===== config.mk =====
export PLATFORM = sky130hd
export DESIGN_NAME = layered_z_order_table_flat
export DESIGN_NICKNAME = d
export VERILOG_FILES = /design/src/rtl/lzot_pkg.sv /design/src/rtl/lzot_if.sv /design/src/rtl/lzot_cell.sv /design/src/rtl/layered_z_order_table.sv /design/src/flat_wrapper.sv
export SDC_FILE = /design/constraint.sdc
export NUM_CORES = 1
export LEC_CHECK = 0
export BUFFER_PORTS_ARGS = -buffer_cell sky130_fd_sc_hd__buf_4
export CAP_MARGIN = 10
export CORE_AREA = 2 2 186 371
export DETAILED_ROUTE_END_ITERATION = 10
export DIE_AREA = 0 0 188 373
export HOLD_SLACK_MARGIN = 0.12
export PLACE_DENSITY = 0.7
export SETUP_SLACK_MARGIN = 0.05
export SLEW_MARGIN = 20
export SYNTH_ARGS = -nofsm -noshare
export SYNTH_HDL_FRONTEND = slang
export SYNTH_SLANG_ARGS = --single-unit

===== constraint.sdc =====
create_clock -name clk_i -period 5.9 [get_ports clk_i]
set_input_delay 1.77 -clock clk_i [delete_from_list [all_inputs] [get_ports clk_i]]
set_output_delay 1.77 -clock clk_i [all_outputs]
set_load 0.01 [all_outputs]

===== src/rtl/lzot_pkg.sv =====
`timescale 1ns / 1ps
// ----------------------------------------------------------------------------
// lzot_pkg: shared definitions for the layered z-order table
// Field widths, action and status codes, and the structs that run between
// the control logic and the row of table cells.
// ----------------------------------------------------------------------------
package lzot_pkg;

  // Default sizing of the table
  localparam int unsigned MAX_ENTRIES_DEF = 16;
  localparam int unsigned ID_WIDTH_DEF    = 16;

  // Fixed field widths of the channels
  localparam int unsigned ACT_W   = 2;
  localparam int unsigned SID_W   = 16;
  localparam int unsigned LAY_W   = 3;
  localparam int unsigned ST_W    = 3;
  localparam int unsigned CNT_W   = 5;
  localparam int unsigned APB_AW  = 3;
  localparam int unsigned APB_DW  = 32;

  // Layers run from wallpaper up to topmost
  localparam int unsigned          NUM_LAYERS = 5;
  localparam logic [LAY_W-1:0]     LAYER_TOP  = 3'd4;

  typedef enum logic [ACT_W-1:0] {
    ACT_ASSIGN = 2'd0,
    ACT_REMOVE = 2'd1,
    ACT_QUERY  = 2'd2
  } action_e;

  typedef enum logic [ST_W-1:0] {
    ST_DONE      = 3'd0,
    ST_MOVED     = 3'd1,
    ST_EMPTY     = 3'd2,
    ST_NO_CAP    = 3'd3,
    ST_FULL      = 3'd4,
    ST_NOT_FOUND = 3'd5
  } status_e;

  // Update command broadcast to every cell when an item is taken
  typedef struct packed {
    logic             exec;
    logic             insert;
    logic             move;
    logic             remove;
    logic [LAY_W-1:0] layer;
  } cell_cmd_t;

  // Layers that the summary pass compares against
  typedef struct packed {
    logic [LAY_W-1:0] lay_sel;
    logic [LAY_W-1:0] lay_in;
    logic [LAY_W-1:0] lay_max;
    logic [LAY_W-1:0] lay_min;
  } cell_qry_t;

  // Per-cell flags seen by the control logic
  typedef struct packed {
    logic occ;
    logic match;
    logic pos_hit;
    logic cnt_hit;
    logic is_top;
    logic is_bot;
  } cell_flags_t;

  // Clamp layer codes above topmost to topmost
  function automatic logic [LAY_W-1:0] sat_layer(input logic [LAY_W-1:0] lay);
    return (lay > LAYER_TOP) ? LAYER_TOP : lay;
  endfunction

endpackage


===== src/rtl/lzot_if.sv =====
`timescale 1ns / 1ps
// ----------------------------------------------------------------------------
// lzot_if: item channels of the layered z-order table
// Request channel (action, surface id, layer) and result channel, both with
// a valid/ready handshake.
// ----------------------------------------------------------------------------
interface lzot_in_if;
  import lzot_pkg::*;

  logic             valid;
  logic             ready;
  logic [ACT_W-1:0] action;
  logic [SID_W-1:0] surface_id;
  logic [LAY_W-1:0] layer;

  modport source (output valid, action, surface_id, layer, input ready);
  modport sink   (input valid, action, surface_id, layer, output ready);
endinterface

interface lzot_out_if;
  import lzot_pkg::*;

  logic             valid;
  logic             ready;
  logic [ST_W-1:0]  status;
  logic [CNT_W-1:0] position;
  logic [LAY_W-1:0] current_layer;
  logic [CNT_W-1:0] layer_count;
  logic [CNT_W-1:0] entry_count;
  logic [SID_W-1:0] top_id;
  logic [SID_W-1:0] bottom_id;

  modport source (output valid, status, position, current_layer, layer_count,
                  entry_count, top_id, bottom_id, input ready);
  modport sink   (input valid, status, position, current_layer, layer_count,
                  entry_count, top_id, bottom_id, output ready);
endinterface


===== src/rtl/lzot_cell.sv =====
`timescale 1ns / 1ps
// ----------------------------------------------------------------------------
// lzot_cell: one slot of the z-order table
// Holds one id and its layer, matches the request id, takes its upper
// neighbor's entry when a remove closes the gap, and passes the ordering
// chains (position, top, bottom) on to its neighbors.
// ----------------------------------------------------------------------------
module lzot_cell #(
  parameter int unsigned ID_WIDTH = 16,
  parameter int unsigned CW       = 5,
  parameter int unsigned INDEX    = 0
) (
  input  logic                     clk_i,
  input  logic                     rst_ni,
  input  logic [CW-1:0]            used_i,
  input  logic [ID_WIDTH-1:0]      key_i,
  input  lzot_pkg::cell_cmd_t      cmd_i,
  input  lzot_pkg::cell_qry_t      qry_i,
  input  logic [ID_WIDTH-1:0]      nbr_id_i,
  input  logic [lzot_pkg::LAY_W-1:0] nbr_layer_i,
  input  logic                     shift_i,
  output logic                     shift_o,
  input  logic                     before_i,
  output logic                     before_o,
  input  logic                     top_seen_i,
  output logic                     top_seen_o,
  input  logic                     bot_seen_i,
  output logic                     bot_seen_o,
  output logic [ID_WIDTH-1:0]      id_o,
  output logic [lzot_pkg::LAY_W-1:0] layer_o,
  output lzot_pkg::cell_flags_t    flags_o
);
  import lzot_pkg::*;

  localparam logic [CW-1:0] IDX = CW'(INDEX);

  logic [ID_WIDTH-1:0] id_q, id_d;
  logic [LAY_W-1:0]    layer_q, layer_d;
  logic                hit_q, hit_d;
  logic                occ, tail, match, mine_top, mine_bot;

  // Slot occupancy and id match
  assign occ   = IDX < used_i;
  assign tail  = IDX == used_i;
  assign match = occ && (id_q == key_i);

  // Next entry: append at the tail, relayer on a hit, shift down on remove
  always_comb begin
    id_d    = id_q;
    layer_d = layer_q;
    if (cmd_i.insert && tail) begin
      id_d    = key_i;
      layer_d = cmd_i.layer;
    end else if (cmd_i.move && match) begin
      layer_d = cmd_i.layer;
    end else if (cmd_i.remove && (shift_i || match)) begin
      id_d    = nbr_id_i;
      layer_d = nbr_layer_i;
    end
  end

  // Where the request id sits after the update
  always_comb begin
    if (cmd_i.insert) begin
      hit_d = tail;
    end else if (cmd_i.remove) begin
      hit_d = 1'b0;
    end else begin
      hit_d = match;
    end
  end

  always_ff @(posedge clk_i) begin
    if (cmd_i.exec) begin
      id_q    <= id_d;
      layer_q <= layer_d;
    end
  end

  always_ff @(posedge clk_i or negedge rst_ni) begin
    if (!rst_ni) begin
      hit_q <= 1'b0;
    end else if (cmd_i.exec) begin
      hit_q <= hit_d;
    end
  end

  // Ordering chains of the summary pass
  assign mine_top   = occ && (layer_q == qry_i.lay_max);
  assign mine_bot   = occ && (layer_q == qry_i.lay_min);
  assign shift_o    = shift_i || match;
  assign before_o   = before_i || hit_q;
  assign top_seen_o = top_seen_i || mine_top;
  assign bot_seen_o = bot_seen_i || mine_bot;

  assign id_o    = id_q;
  assign layer_o = layer_q;

  // Count a same-layer entry only while the hit still lies above this slot
  always_comb begin
    flags_o.occ     = occ;
    flags_o.match   = match;
    flags_o.pos_hit = occ && ((layer_q < qry_i.lay_sel) ||
                              ((layer_q == qry_i.lay_sel) && !before_o));
    flags_o.cnt_hit = occ && (layer_q == qry_i.lay_in);
    flags_o.is_top  = mine_top && !top_seen_i;
    flags_o.is_bot  = mine_bot && !bot_seen_i;
  end

endmodule


===== src/rtl/layered_z_order_table.sv =====
`timescale 1ns / 1ps
// ----------------------------------------------------------------------------
// layered_z_order_table: layered stacking-order table of surface ids
// Keeps ids in insertion order with a layer each; assigns, removes and
// queries ids and reports position, layer, counts and top/bottom ids.
// ----------------------------------------------------------------------------
// Usage
//   in_i  : request items (action, surface_id, layer), valid/ready.
//   out_o : one result item per request, valid/ready, from an output register.
//   APB   : capability_enabled at byte address 0 (bit 0); pready is always 1.
// Timing
//   A request is taken in the idle cycle; the cell row matches the id and
//   applies the update at that edge. The following cycle runs the summary
//   pass down the cell row (position, layer count, top and bottom chains)
//   and loads the output register. A new request is taken only after the
//   summary of the last one has loaded the output register.
// Reset
//   The table is empty and capability_enabled is 1. Cell contents are not
//   cleared; only slots below the entry count are ever looked at.
// Stall
//   While the output register holds an untaken result, a new request is
//   still taken and applied; its summary then waits until the register
//   frees, and no further request is taken in the meantime.
// ----------------------------------------------------------------------------
module layered_z_order_table #(
  parameter int unsigned MAX_ENTRIES = lzot_pkg::MAX_ENTRIES_DEF,
  parameter int unsigned ID_WIDTH    = lzot_pkg::ID_WIDTH_DEF
) (
  input  logic                        clk_i,
  input  logic                        rst_ni,
  lzot_in_if.sink                     in_i,
  lzot_out_if.source                  out_o,
  input  logic                        psel,
  input  logic                        penable,
  input  logic                        pwrite,
  input  logic [lzot_pkg::APB_AW-1:0] paddr,
  input  logic [lzot_pkg::APB_DW-1:0] pwdata,
  output logic [lzot_pkg::APB_DW-1:0] prdata,
  output logic                        pready
);
  import lzot_pkg::*;

  localparam int unsigned CW = $clog2(MAX_ENTRIES + 1);
  localparam logic [CW-1:0] MAX_CNT = CW'(MAX_ENTRIES);

  typedef enum logic {S_IDLE, S_SUM} state_e;

  state_e              state_q;
  logic                cap_q;
  logic [CW-1:0]       used_q, used_d;
  status_e             status_q, status_d;
  logic [LAY_W-1:0]    lay_in_q, lay_sel_q, lay_sel_d;
  logic                found_q, found_d;

  logic                accept;
  action_e             act;
  logic [ID_WIDTH-1:0] key;
  logic                id_zero, full, found;
  logic [LAY_W-1:0]    lay_sat, match_lay, lay_max, lay_min;
  logic                do_insert, do_move, do_remove;
  cell_cmd_t           cmd;
  cell_qry_t           qry;

  logic [ID_WIDTH-1:0] cell_id    [MAX_ENTRIES];
  logic [LAY_W-1:0]    cell_layer [MAX_ENTRIES];
  cell_flags_t         flags      [MAX_ENTRIES];
  logic [MAX_ENTRIES:0] shift_c, before_c, top_c, bot_c;

  logic [NUM_LAYERS-1:0] present;
  logic [CW-1:0]       pos_cnt, lay_cnt;
  logic [ID_WIDTH-1:0] top_id, bot_id;

  // Configuration port
  assign pready = 1'b1;
  assign prdata = APB_DW'(cap_q);

  always_ff @(posedge clk_i or negedge rst_ni) begin
    if (!rst_ni) begin
      cap_q <= 1'b1;
    end else if (psel && penable && pwrite && !paddr[APB_AW-1]) begin
      cap_q <= pwdata[0];
    end
  end

  // Request decode
  assign accept  = in_i.valid && in_i.ready;
  assign in_i.ready = (state_q == S_IDLE);
  assign act     = action_e'(in_i.action);
  assign key     = ID_WIDTH'(in_i.surface_id);
  assign id_zero = (key == '0);
  assign lay_sat = sat_layer(in_i.layer);
  assign full    = (used_q >= MAX_CNT);

  // Match result gathered from the cells
  always_comb begin
    found     = 1'b0;
    match_lay = '0;
    for (int i = 0; i < MAX_ENTRIES; i++) begin
      found     = found | flags[i].match;
      match_lay = match_lay | (flags[i].match ? cell_layer[i] : '0);
    end
  end

  // Pick the action and its status
  always_comb begin
    do_insert = 1'b0;
    do_move   = 1'b0;
    do_remove = 1'b0;
    status_d  = ST_DONE;
    unique case (act)
      ACT_ASSIGN: begin
        priority if (id_zero) begin
          status_d = ST_EMPTY;
        end else if (!cap_q) begin
          status_d = ST_NO_CAP;
        end else if (found) begin
          status_d = ST_MOVED;
          do_move  = 1'b1;
        end else if (full) begin
          status_d = ST_FULL;
        end else begin
          do_insert = 1'b1;
        end
      end
      ACT_REMOVE: begin
        priority if (!cap_q) begin
          status_d = ST_NO_CAP;
        end else if (id_zero) begin
          status_d = ST_EMPTY;
        end else if (!found) begin
          status_d = ST_NOT_FOUND;
        end else begin
          do_remove = 1'b1;
        end
      end
      default: begin
        priority if (id_zero) begin
          status_d = ST_EMPTY;
        end else if (!found) begin
          status_d = ST_NOT_FOUND;
        end else begin
          status_d = ST_DONE;
        end
      end
    endcase
  end

  // State of the queried id after the update
  always_comb begin
    found_d   = do_insert || do_move || (found && !do_remove);
    lay_sel_d = (do_insert || do_move) ? lay_sat : match_lay;
    used_d    = used_q;
    if (do_insert) begin
      used_d = used_q + CW'(1);
    end else if (do_remove) begin
      used_d = used_q - CW'(1);
    end
  end

  always_comb begin
    cmd.exec   = accept;
    cmd.insert = accept && do_insert;
    cmd.move   = accept && do_move;
    cmd.remove = accept && do_remove;
    cmd.layer  = lay_sat;
  end

  always_ff @(posedge clk_i or negedge rst_ni) begin
    if (!rst_ni) begin
      used_q    <= '0;
      status_q  <= ST_DONE;
      lay_in_q  <= '0;
      lay_sel_q <= '0;
      found_q   <= 1'b0;
    end else if (accept) begin
      used_q    <= used_d;
      status_q  <= status_d;
      lay_in_q  <= lay_sat;
      lay_sel_q <= lay_sel_d;
      found_q   <= found_d;
    end
  end

  // Row of cells
  assign shift_c[0]            = 1'b0;
  assign before_c[0]           = 1'b0;
  assign bot_c[0]              = 1'b0;
  assign top_c[MAX_ENTRIES]    = 1'b0;

  for (genvar g = 0; g < MAX_ENTRIES; g++) begin : g_cell
    logic [ID_WIDTH-1:0] nbr_id;
    logic [LAY_W-1:0]    nbr_layer;

    if (g == MAX_ENTRIES - 1) begin : g_last
      assign nbr_id    = cell_id[g];
      assign nbr_layer = cell_layer[g];
    end else begin : g_mid
      assign nbr_id    = cell_id[g+1];
      assign nbr_layer = cell_layer[g+1];
    end

    lzot_cell #(
      .ID_WIDTH (ID_WIDTH),
      .CW       (CW),
      .INDEX    (g)
    ) u_cell (
      .clk_i       (clk_i),
      .rst_ni      (rst_ni),
      .used_i      (used_q),
      .key_i       (key),
      .cmd_i       (cmd),
      .qry_i       (qry),
      .nbr_id_i    (nbr_id),
      .nbr_layer_i (nbr_layer),
      .shift_i     (shift_c[g]),
      .shift_o     (shift_c[g+1]),
      .before_i    (before_c[g]),
      .before_o    (before_c[g+1]),
      .top_seen_i  (top_c[g+1]),
      .top_seen_o  (top_c[g]),
      .bot_seen_i  (bot_c[g]),
      .bot_seen_o  (bot_c[g+1]),
      .id_o        (cell_id[g]),
      .layer_o     (cell_layer[g]),
      .flags_o     (flags[g])
    );
  end

  // Layers present after the update, for the top and bottom chains
  always_comb begin
    present = '0;
    for (int i = 0; i < MAX_ENTRIES; i++) begin
      for (int l = 0; l < NUM_LAYERS; l++) begin
        present[l] = present[l] | (flags[i].occ && (cell_layer[i] == LAY_W'(l)));
      end
    end
  end

  always_comb begin
    lay_max = '0;
    lay_min = '0;
    for (int l = 0; l < NUM_LAYERS; l++) begin
      if (present[l]) begin
        lay_max = LAY_W'(l);
      end
    end
    for (int l = NUM_LAYERS - 1; l >= 0; l--) begin
      if (present[l]) begin
        lay_min = LAY_W'(l);
      end
    end
  end

  always_comb begin
    qry.lay_sel = lay_sel_q;
    qry.lay_in  = lay_in_q;
    qry.lay_max = lay_max;
    qry.lay_min = lay_min;
  end

  // Summary: counts and top/bottom ids over the cell row
  always_comb begin
    pos_cnt = '0;
    lay_cnt = '0;
    top_id  = '0;
    bot_id  = '0;
    for (int i = 0; i < MAX_ENTRIES; i++) begin
      pos_cnt = pos_cnt + CW'(flags[i].pos_hit);
      lay_cnt = lay_cnt + CW'(flags[i].cnt_hit);
      top_id  = top_id | (flags[i].is_top ? cell_id[i] : '0);
      bot_id  = bot_id | (flags[i].is_bot ? cell_id[i] : '0);
    end
  end

  // Sequencer and output register
  always_ff @(posedge clk_i or negedge rst_ni) begin
    if (!rst_ni) begin
      state_q             <= S_IDLE;
      out_o.valid         <= 1'b0;
      out_o.status        <= '0;
      out_o.position      <= '0;
      out_o.current_layer <= '0;
      out_o.layer_count   <= '0;
      out_o.entry_count   <= '0;
      out_o.top_id        <= '0;
      out_o.bottom_id     <= '0;
    end else begin
      unique case (state_q)
        S_IDLE: begin
          if (out_o.valid && out_o.ready) begin
            out_o.valid <= 1'b0;
          end
          if (accept) begin
            state_q <= S_SUM;
          end
        end
        S_SUM: begin
          if (!out_o.valid || out_o.ready) begin
            out_o.valid         <= 1'b1;
            out_o.status        <= status_q;
            out_o.position      <= CNT_W'(found_q ? pos_cnt : MAX_CNT);
            out_o.current_layer <= found_q ? lay_sel_q : '0;
            out_o.layer_count   <= CNT_W'(lay_cnt);
            out_o.entry_count   <= CNT_W'(used_q);
            out_o.top_id        <= SID_W'(top_id);
            out_o.bottom_id     <= SID_W'(bot_id);
            state_q             <= S_IDLE;
          end
        end
        default: begin
          state_q <= S_IDLE;
        end
      endcase
    end
  end

endmodule


===== src/flat_wrapper.sv =====
// flat-port wrapper written by rule: the top's interface ports become plain ports
module layered_z_order_table_flat import lzot_pkg::*;
#(
  parameter int unsigned MAX_ENTRIES = lzot_pkg::MAX_ENTRIES_DEF,
  parameter int unsigned ID_WIDTH    = lzot_pkg::ID_WIDTH_DEF
)
  (clk_i, rst_ni, psel, penable, pwrite, paddr, pwdata, prdata, pready, in_i_valid, in_i_action, in_i_surface_id, in_i_layer, in_i_ready, out_o_valid, out_o_status, out_o_position, out_o_current_layer, out_o_layer_count, out_o_entry_count, out_o_top_id, out_o_bottom_id, out_o_ready);
  lzot_in_if in_i_i ();
  lzot_out_if out_o_i ();
  input  logic clk_i;
  input  logic rst_ni;
  input  logic psel;
  input  logic penable;
  input  logic pwrite;
  input  logic [lzot_pkg::APB_AW-1:0] paddr;
  input  logic [lzot_pkg::APB_DW-1:0] pwdata;
  output logic [lzot_pkg::APB_DW-1:0] prdata;
  output logic pready;
  input wire logic [$bits(in_i_i.valid)-1:0] in_i_valid;
  input wire logic [$bits(in_i_i.action)-1:0] in_i_action;
  input wire logic [$bits(in_i_i.surface_id)-1:0] in_i_surface_id;
  input wire logic [$bits(in_i_i.layer)-1:0] in_i_layer;
  output wire logic [$bits(in_i_i.ready)-1:0] in_i_ready;
  output wire logic [$bits(out_o_i.valid)-1:0] out_o_valid;
  output wire logic [$bits(out_o_i.status)-1:0] out_o_status;
  output wire logic [$bits(out_o_i.position)-1:0] out_o_position;
  output wire logic [$bits(out_o_i.current_layer)-1:0] out_o_current_layer;
  output wire logic [$bits(out_o_i.layer_count)-1:0] out_o_layer_count;
  output wire logic [$bits(out_o_i.entry_count)-1:0] out_o_entry_count;
  output wire logic [$bits(out_o_i.top_id)-1:0] out_o_top_id;
  output wire logic [$bits(out_o_i.bottom_id)-1:0] out_o_bottom_id;
  input wire logic [$bits(out_o_i.ready)-1:0] out_o_ready;
  assign in_i_i.valid = in_i_valid;
  assign in_i_i.action = in_i_action;
  assign in_i_i.surface_id = in_i_surface_id;
  assign in_i_i.layer = in_i_layer;
  assign in_i_ready = in_i_i.ready;
  assign out_o_valid = out_o_i.valid;
  assign out_o_status = out_o_i.status;
  assign out_o_position = out_o_i.position;
  assign out_o_current_layer = out_o_i.current_layer;
  assign out_o_layer_count = out_o_i.layer_count;
  assign out_o_entry_count = out_o_i.entry_count;
  assign out_o_top_id = out_o_i.top_id;
  assign out_o_bottom_id = out_o_i.bottom_id;
  assign out_o_i.ready = out_o_ready;
  layered_z_order_table #(.MAX_ENTRIES(MAX_ENTRIES), .ID_WIDTH(ID_WIDTH)) u_core (.clk_i(clk_i), .rst_ni(rst_ni), .in_i(in_i_i), .out_o(out_o_i), .psel(psel), .penable(penable), .pwrite(pwrite), .paddr(paddr), .pwdata(pwdata), .prdata(prdata), .pready(pready));
endmodule

==> metrics.cfg, run 1 <==
[final_layout]
nets = 3427
final_area_sq_mm = 0.0344
final_cells = 4204
drive_above_1_share_pct = 22.9
antenna_cells = 0
area_growth_pct = 14.2

[yosys]
seq_area_frac_synth_pct = 37.6
synth_edf_count = 304
async_flop_share_pct = 22.3
synth_area_leaders = edfxtp_1 (30%), mux2_2 (9.4%), dfrtp_1 (7.2%)
synth_most_common_cell = nand2_1
yosysWarnings = 0
ys_types = 109
synth_top_area_cell = edfxtp_1
ys.flop_type = edfxtp_1
syn_avg_cell_area_sq_um = 9.51
synth_cells = 3163
ys_ff_latch = 391
synth_area_sq_mm = 0.0301
synth_top_area_share_pct = 30.3
synth_commonest_cells = nand2_1 (337), edfxtp_1 (304), mux2_2 (250)

[clocking]
clkLatencyLatePin_ns = 0.59
cts_hold_buf = 0
cts.sink_count = 391
h-tree-depth = 2
numCtsBuffers = 41
postCtsSetupBuffers = 0
cts-root-buf = clkbuf_16
clk_pin_slew_ns = 0.07
cts_tree = done
cts_buffer_depth = 3

[floorplan]
dieArea_sq_mm = 0.0701
die_x_um = 188
die_y_um = 373
row_count = 135
core_sq_mm = 0.0674
initial_utilization_pct = 44.6
ioPinCount = 151

[sta]
report.final.hold_viol_count = 0
grt_setup_unrepaired = no
slew_viol_final = 0
max_freq_ghz = 0.172
fin_skew_ns = 0.0167
tightest_slew_ns = 1.13
max_slew_margin_pct = 24.7
post-route-min-period_ns = 5.80
period_share_pct = 98.3
layout_setup_ws_ns = 0.0980
finalSetupViolCount = 0

[placed_design]
dp_slack_ns = -0.120
dp.cells = 4128
port_buffers = 85
globalplace.congestion = 1.10
hpwl_um = 90900
post_dp_cell_area_sq_mm = 0.0329

[job]
max-cap-violations = 0

[critical_path]
max_stage_delay_ns = 0.60
cp-start-kind = register
cp-end-kind = register
crit_type = register to register
crit_family = compound AO/OA/AOI/OAI gates
cp.required_ns = 6.34
crit_chain = buf_4 -> o211a_1 -> or2_0 -> a222oi_1 -> nand4_1 -> or2_1 -> buf_4 -> a211o_1 -> a21boi_0 -> and4_1 -> nor2b_1 -> buf_4 -> a221oi_1 -> nand4_1 -> a211oi_1 -> a21oi_1
r2r_setup_slack_ns = 0.1
crit_fanout = 12
worstPathBufferInverterCount = 3
crit_top_cell = buf_4
arrival_ns = 6.25
slowest_stage = a222oi_1

[pwr]
ir_drop_v = 0.000422
p_leak_nw = 13.0
p_per_area_mw_per_mm2 = 370

[global_route]
grt_pass1_vias = 25900
gr-total-overflow = 0
antenna_found_initial = 0
grt_usage_pct = 32.2
grt_pass1_wl_um = 169000
grt_max_degree = 58

[drt]
drt-initial-drc-count = 3309
wl_um = 115000
via_count = 26500
post-route-drc-count = 0
viasPerCell = 6.30
ant_nets = 0
wl_per_cell_um = 27.4
firstDrtPassIters = 8

[outcome]
status = finished clean

[min_path]
hp-class = register to register

per-layer routing:
metal / GRT usage (%) / part of all wire [%] / vias up
met1: 40.2 / 38 / 12800
met4: 17.8 / 6.8 / 0
li1: - / - / 11800
met2: 52.2 / 46 / 1557
met3: 6.12 / 9.1 / 326
met5: 0 / 0 / -
state kept, by name, summed over array words and instances (netlist names):
register                      count
u_core.g_cell.u_cell.hit_q       16
u_core.status_q                   3
u_core.out_o.bottom_id           16
u_core.out_o.entry_count          5
u_core.out_o.position             5
u_core.used_q                     5
u_core.lay_sel_q                  3
u_core.state_q                    1
u_core.cap_q                      1
u_core.out_o.top_id              16
u_core.g_cell.u_cell.layer_o     48
u_core.out_o.valid                1
u_core.g_cell.u_cell.id_o       256
u_core.found_q                    1
u_core.out_o.layer_count          5
u_core.lay_in_q                   3
u_core.out_o.current_layer        3
u_core.out_o.status               3
layout make-up:
cell class	instances	area, sq um
flip-flops and latches	391	11300
repair buffers	354	3030
clock inverters	16	136
fillers	6147	33000
clock buffers	60	1220
inverters	122	458
well taps	890	1110
multi-input cells	2371	17100
what timing repair did:
action / CTS / global route
endpoints found under the hold margin: 0 / 0
gates resized for setup: 5 / 10
pin swaps: 1 / 2
endpoints found under the setup margin: 3 / 14
cells by family after synthesis:
| kind of cell | count (synthesis) | synth area share, % |
|---|---|---|
| simple gates | 994 | 17.0 |
| compound gates | 681 | 16.1 |
| buf+inv | 431 | 6.35 |
| flops | 391 | 37.6 |
| xor+xnor | 329 | 9.58 |
| mux | 252 | 9.42 |
| fa+ha+maj | 83 | 3.95 |
| other cells | 2 | 0.0250 |
placed cells by master, fill, tap and decap left out, types with 34 or more instances in the layout:
cell type	netlist	routed
o21ai_0	114	110
nor2_1	157	155
nand3_1	86	86
a21oi_1	104	104
nand2_1	337	336
edfxtp_1	304	304
xor2_1	165	165
nand4_1	70	70
nor3_1	59	53
ha_1	63	63
buf_4	42	324
nor4_1	63	60
inv_1	121	121
mux2_2	250	250
xnor2_1	164	164
clkbuf_16	0	44
a31oi_1	56	56
a221oi_1	41	41
nor2b_1	43	41
dfrtp_1	86	85
a22oi_1	76	76
nand2b_1	34	34
where the power goes:
part	internal [W]	switching, W	leakage (nW)
Sequential	0.00321	0.000278	3.81
Clock	0.00150	0.00120	0.676
Combinational	0.00239	0.00414	8.50
worst register-to-register path, cell delays in order, from the launching register on:
cell and delay, ns:
dfrtp_2 0.51, buf_4 0.22, o211a_1 0.30, or2_0 0.33, a222oi_1 0.60, nand4_1 0.31, or2_1 0.47, buf_4 0.27
a211o_1 0.28, a21boi_0 0.18, and4_1 0.41, nor2b_1 0.22, buf_4 0.23, a221oi_1 0.40, nand4_1 0.25, a211oi_1 0.58
a21oi_1 0.12
stage by stage:
step                      setup TNS (ns)  power, W  hold slack, ns  utilization (%)
after floorplan                        0   0.00724           0.439                -
after global placement            -0.202   0.00973           0.459             48.9
after detailed placement          -0.277   0.00980           0.458             48.9
after CTS                              0    0.0125           0.482             50.9
after global routing                   0    0.0132           0.507             51.0
final                                  0    0.0127           0.475             51.0
worst paths after layout:
| check | endpoint | start | cells after the start |
|---|---|---|---|
| max | u_core.out_o.top_id[4]$_DFFE_PN0P_ | u_core.used_q[1]$_DFFE_PN0P_ | 16 |
| min | u_core.out_o.status[1]$_DFFE_PN0P_ | u_core.status_q[1]$_DFFE_PN0P_ | 2 |
| max reg2reg | u_core.out_o.top_id[4]$_DFFE_PN0P_ | u_core.used_q[1]$_DFFE_PN0P_ | 16 |
| min reg2reg | u_core.out_o.status[1]$_DFFE_PN0P_ | u_core.status_q[1]$_DFFE_PN0P_ | 2 |
| max in group asynchronous | u_core.cap_q$_DFFE_PN1P_ | rst_ni | 2 |
| min in group asynchronous | u_core.out_o.bottom_id[8]$_DFFE_PN0P_ | rst_ni | 1 |
Power figures use the tool's default switching activity.
==> inputs of run 2 (changes only) <==
--- a/config.mk
+++ b/config.mk
@@ -12,6 +12,7 @@
 export DIE_AREA = 0 0 188 373
 export HOLD_SLACK_MARGIN = 0.12
 export PLACE_DENSITY = 0.7
+export RECOVER_POWER = 100
 export SETUP_SLACK_MARGIN = 0.05
 export SLEW_MARGIN = 20
 export SYNTH_ARGS = -nofsm -noshare
==> metrics.cfg, run 2 (synthesis results as in run 1) <==
[global_route]
grt_usage_pct = 32.2  ; unchanged
grt_max_degree = 58  ; unchanged
gr-total-overflow = 0  ; unchanged
grt_pass1_vias = 25900  ; unchanged
antenna_found_initial = 0  ; unchanged
grt_pass1_wl_um = 169000  ; unchanged

[outcome]
status = complete, but fails checks  ; was finished clean
violations = capacitance limit, slew limit

[min_path]
hp-class = register to register  ; unchanged

[critical_path]
crit_fanout = 12  ; unchanged
arrival_ns = 6.30  ; was 6.25 ns
crit_type = register to register  ; unchanged
cp.required_ns = 6.34  ; about the same
cp-start-kind = register  ; unchanged
cp-end-kind = register  ; unchanged

[sta]
slew_viol_final = 32  ; was 0
report.final.hold_viol_count = 0  ; unchanged
layout_setup_ws_ns = 0.0409  ; was 0.0980 ns
max_freq_ghz = 0.171  ; was 0.172 GHz
setup_tns_ns = 0  ; unchanged
tightest_slew_ns = 1.70  ; was 1.13 ns
period_share_pct = 99.3  ; was 98.3%
post-route-min-period_ns = 5.86  ; was 5.80 ns
max_slew_margin_pct = -13.3  ; was 24.7%
fin_skew_ns = 0.0205  ; was 0.0167 ns
grt_setup_unrepaired = no  ; unchanged
finalSetupViolCount = 0  ; unchanged
hold_ws_ns = 0.478  ; was 0.475 ns

[drt]
post-route-drc-count = 0  ; unchanged
ant_nets = 0  ; unchanged
viasPerCell = 6.34  ; was 6.30
drt-initial-drc-count = 3178  ; was 3309
firstDrtPassIters = 6  ; was 8
via_count = 26700  ; was 26500
wl_per_cell_um = 27.5  ; was 27.4 um
wl_um = 116000  ; was 115000 um

[final_layout]
drive_above_1_share_pct = 20.3  ; was 22.9%
fillers = 6271  ; was 6147
layout_commonest_cell = nand2_1  ; unchanged
final_cell_mix = nand2_1 (336), edfxtp_1 (304), mux2_2 (249)  ; was nand2_1 (336), buf_4 (324), edfxtp_1 (304)
final_cells = 4204  ; unchanged
area_growth_pct = 12.5  ; was 14.2%
antenna_cells = 0  ; unchanged
largest_register_ffs = 256  ; unchanged
nets = 3427  ; unchanged

[clocking]
cts_hold_buf = 0  ; unchanged
cts_tree = done  ; unchanged
h-tree-depth = 2  ; unchanged
clk_pin_slew_ns = 0.07  ; about the same
cts-root-buf = clkbuf_16  ; unchanged
postCtsSetupBuffers = 0  ; unchanged
clkLatencyLatePin_ns = 0.59  ; about the same
cts.sink_count = 391  ; unchanged
cts_buffer_depth = 3  ; unchanged
numCtsBuffers = 41  ; unchanged

[pwr]
p_leak_nw = 12.6  ; was 13.0 nW
power_w = 0.0126  ; was 0.0127 W
ir_drop_v = 0.000418  ; was 0.000422 V
p_per_area_mw_per_mm2 = 371  ; was 370 mW/mm^2

[floorplan]
row_count = 135  ; unchanged
initial_utilization_pct = 44.6  ; unchanged
dieArea_sq_mm = 0.0701  ; unchanged
ioPinCount = 151  ; unchanged
die_x_um = 188  ; unchanged
core_sq_mm = 0.0674  ; unchanged
die_y_um = 373  ; unchanged

[placed_design]
port_buffers = 85  ; unchanged
dp.cells = 4128  ; unchanged
hpwl_um = 90900  ; unchanged
dp_slack_ns = -0.120  ; unchanged
globalplace.congestion = 1.10  ; unchanged

[job]
max-cap-violations = 1  ; was 0

run 2: changes by cell type in the layout (fill, tap and decap cells not counted), sizes merged:
cell,delta
buf,-101
clkbuf,+101
run 2: repair_timing:
action,4_1_cts,5_1_grt
endpoints found under the setup margin,3,14
pin swaps,1,2
cloned,0,0
resized for setup,5,10
endpoints found under the hold margin,0,0
run 2: power breakdown:
| part | leakage (nW) | switching [W] | internal [W] |
|---|---|---|---|
| Clock | 0.676 | 0.00120 | 0.00150 |
| Sequential | 3.81 | 0.000275 | 0.00321 |
| Combinational | 8.12 | 0.00414 | 0.00225 |
run 2: final timing paths:
check | from | cells after the start | slack (ns) | to
worst min-delay path | u_core.status_q[1]$_DFFE_PN0P_ | 2 | 0.48 | u_core.out_o.status[1]$_DFFE_PN0P_
min in group asynchronous | rst_ni | 1 | 1.34 | u_core.out_o.bottom_id[8]$_DFFE_PN0P_
worst max register to register | u_core.used_q[1]$_DFFE_PN0P_ | 16 | 0.04 | u_core.out_o.top_id[4]$_DFFE_PN0P_
worst min register to register | u_core.status_q[1]$_DFFE_PN0P_ | 2 | 0.48 | u_core.out_o.status[1]$_DFFE_PN0P_
max in group asynchronous | rst_ni | 2 | 2.38 | u_core.lay_in_q[1]$_DFFE_PN0P_
worst max-delay path | u_core.used_q[1]$_DFFE_PN0P_ | 16 | 0.04 | u_core.out_o.top_id[4]$_DFFE_PN0P_
run 2: worst max-delay path: stages, from the launching register on:
cell      delay [ns]
dfrtp_2         0.51
clkbuf_2        0.26
o211a_1         0.33
or2_0           0.32
a222oi_1        0.59
nand4_1         0.31
or2_1           0.47
buf_4           0.27
a211o_1         0.27
a21boi_0        0.20
and4_1          0.41
nor2b_1         0.21
buf_4           0.23
a221oi_1        0.37
nand4_1         0.25
a211oi_1        0.58
a21oi_1         0.12
run 2: cell type report:
type	instances	area, sq um	share of cell area, %
Multi-Input combinational cell	2371	17100	50.4
Inverter	122	458	1.35
Sequential cell	391	11300	33.4
Timing Repair Buffer	354	2550	7.53
Tap cell	890	1110	3.29
Clock inverter	16	136	0.403
Clock buffer	60	1220	3.61
run 2: metrics by stage:
stage	util [%]	area, sq um
after global routing	50.2	33800
after global placement	48.9	32900
after floorplan	-	30200
after CTS	50.9	34300
after detailed placement	48.9	32900
final	50.2	33800
run 2: per-layer routing:
layer / wire (um) / GRT usage (%) / part of all wire (%)
met1: 43500 / 40.2 / 38
met2: 53300 / 52.2 / 46
met3: 10800 / 6.12 / 9.4
met4: 8110 / 17.8 / 7.0
met5: 0 / 0 / 0
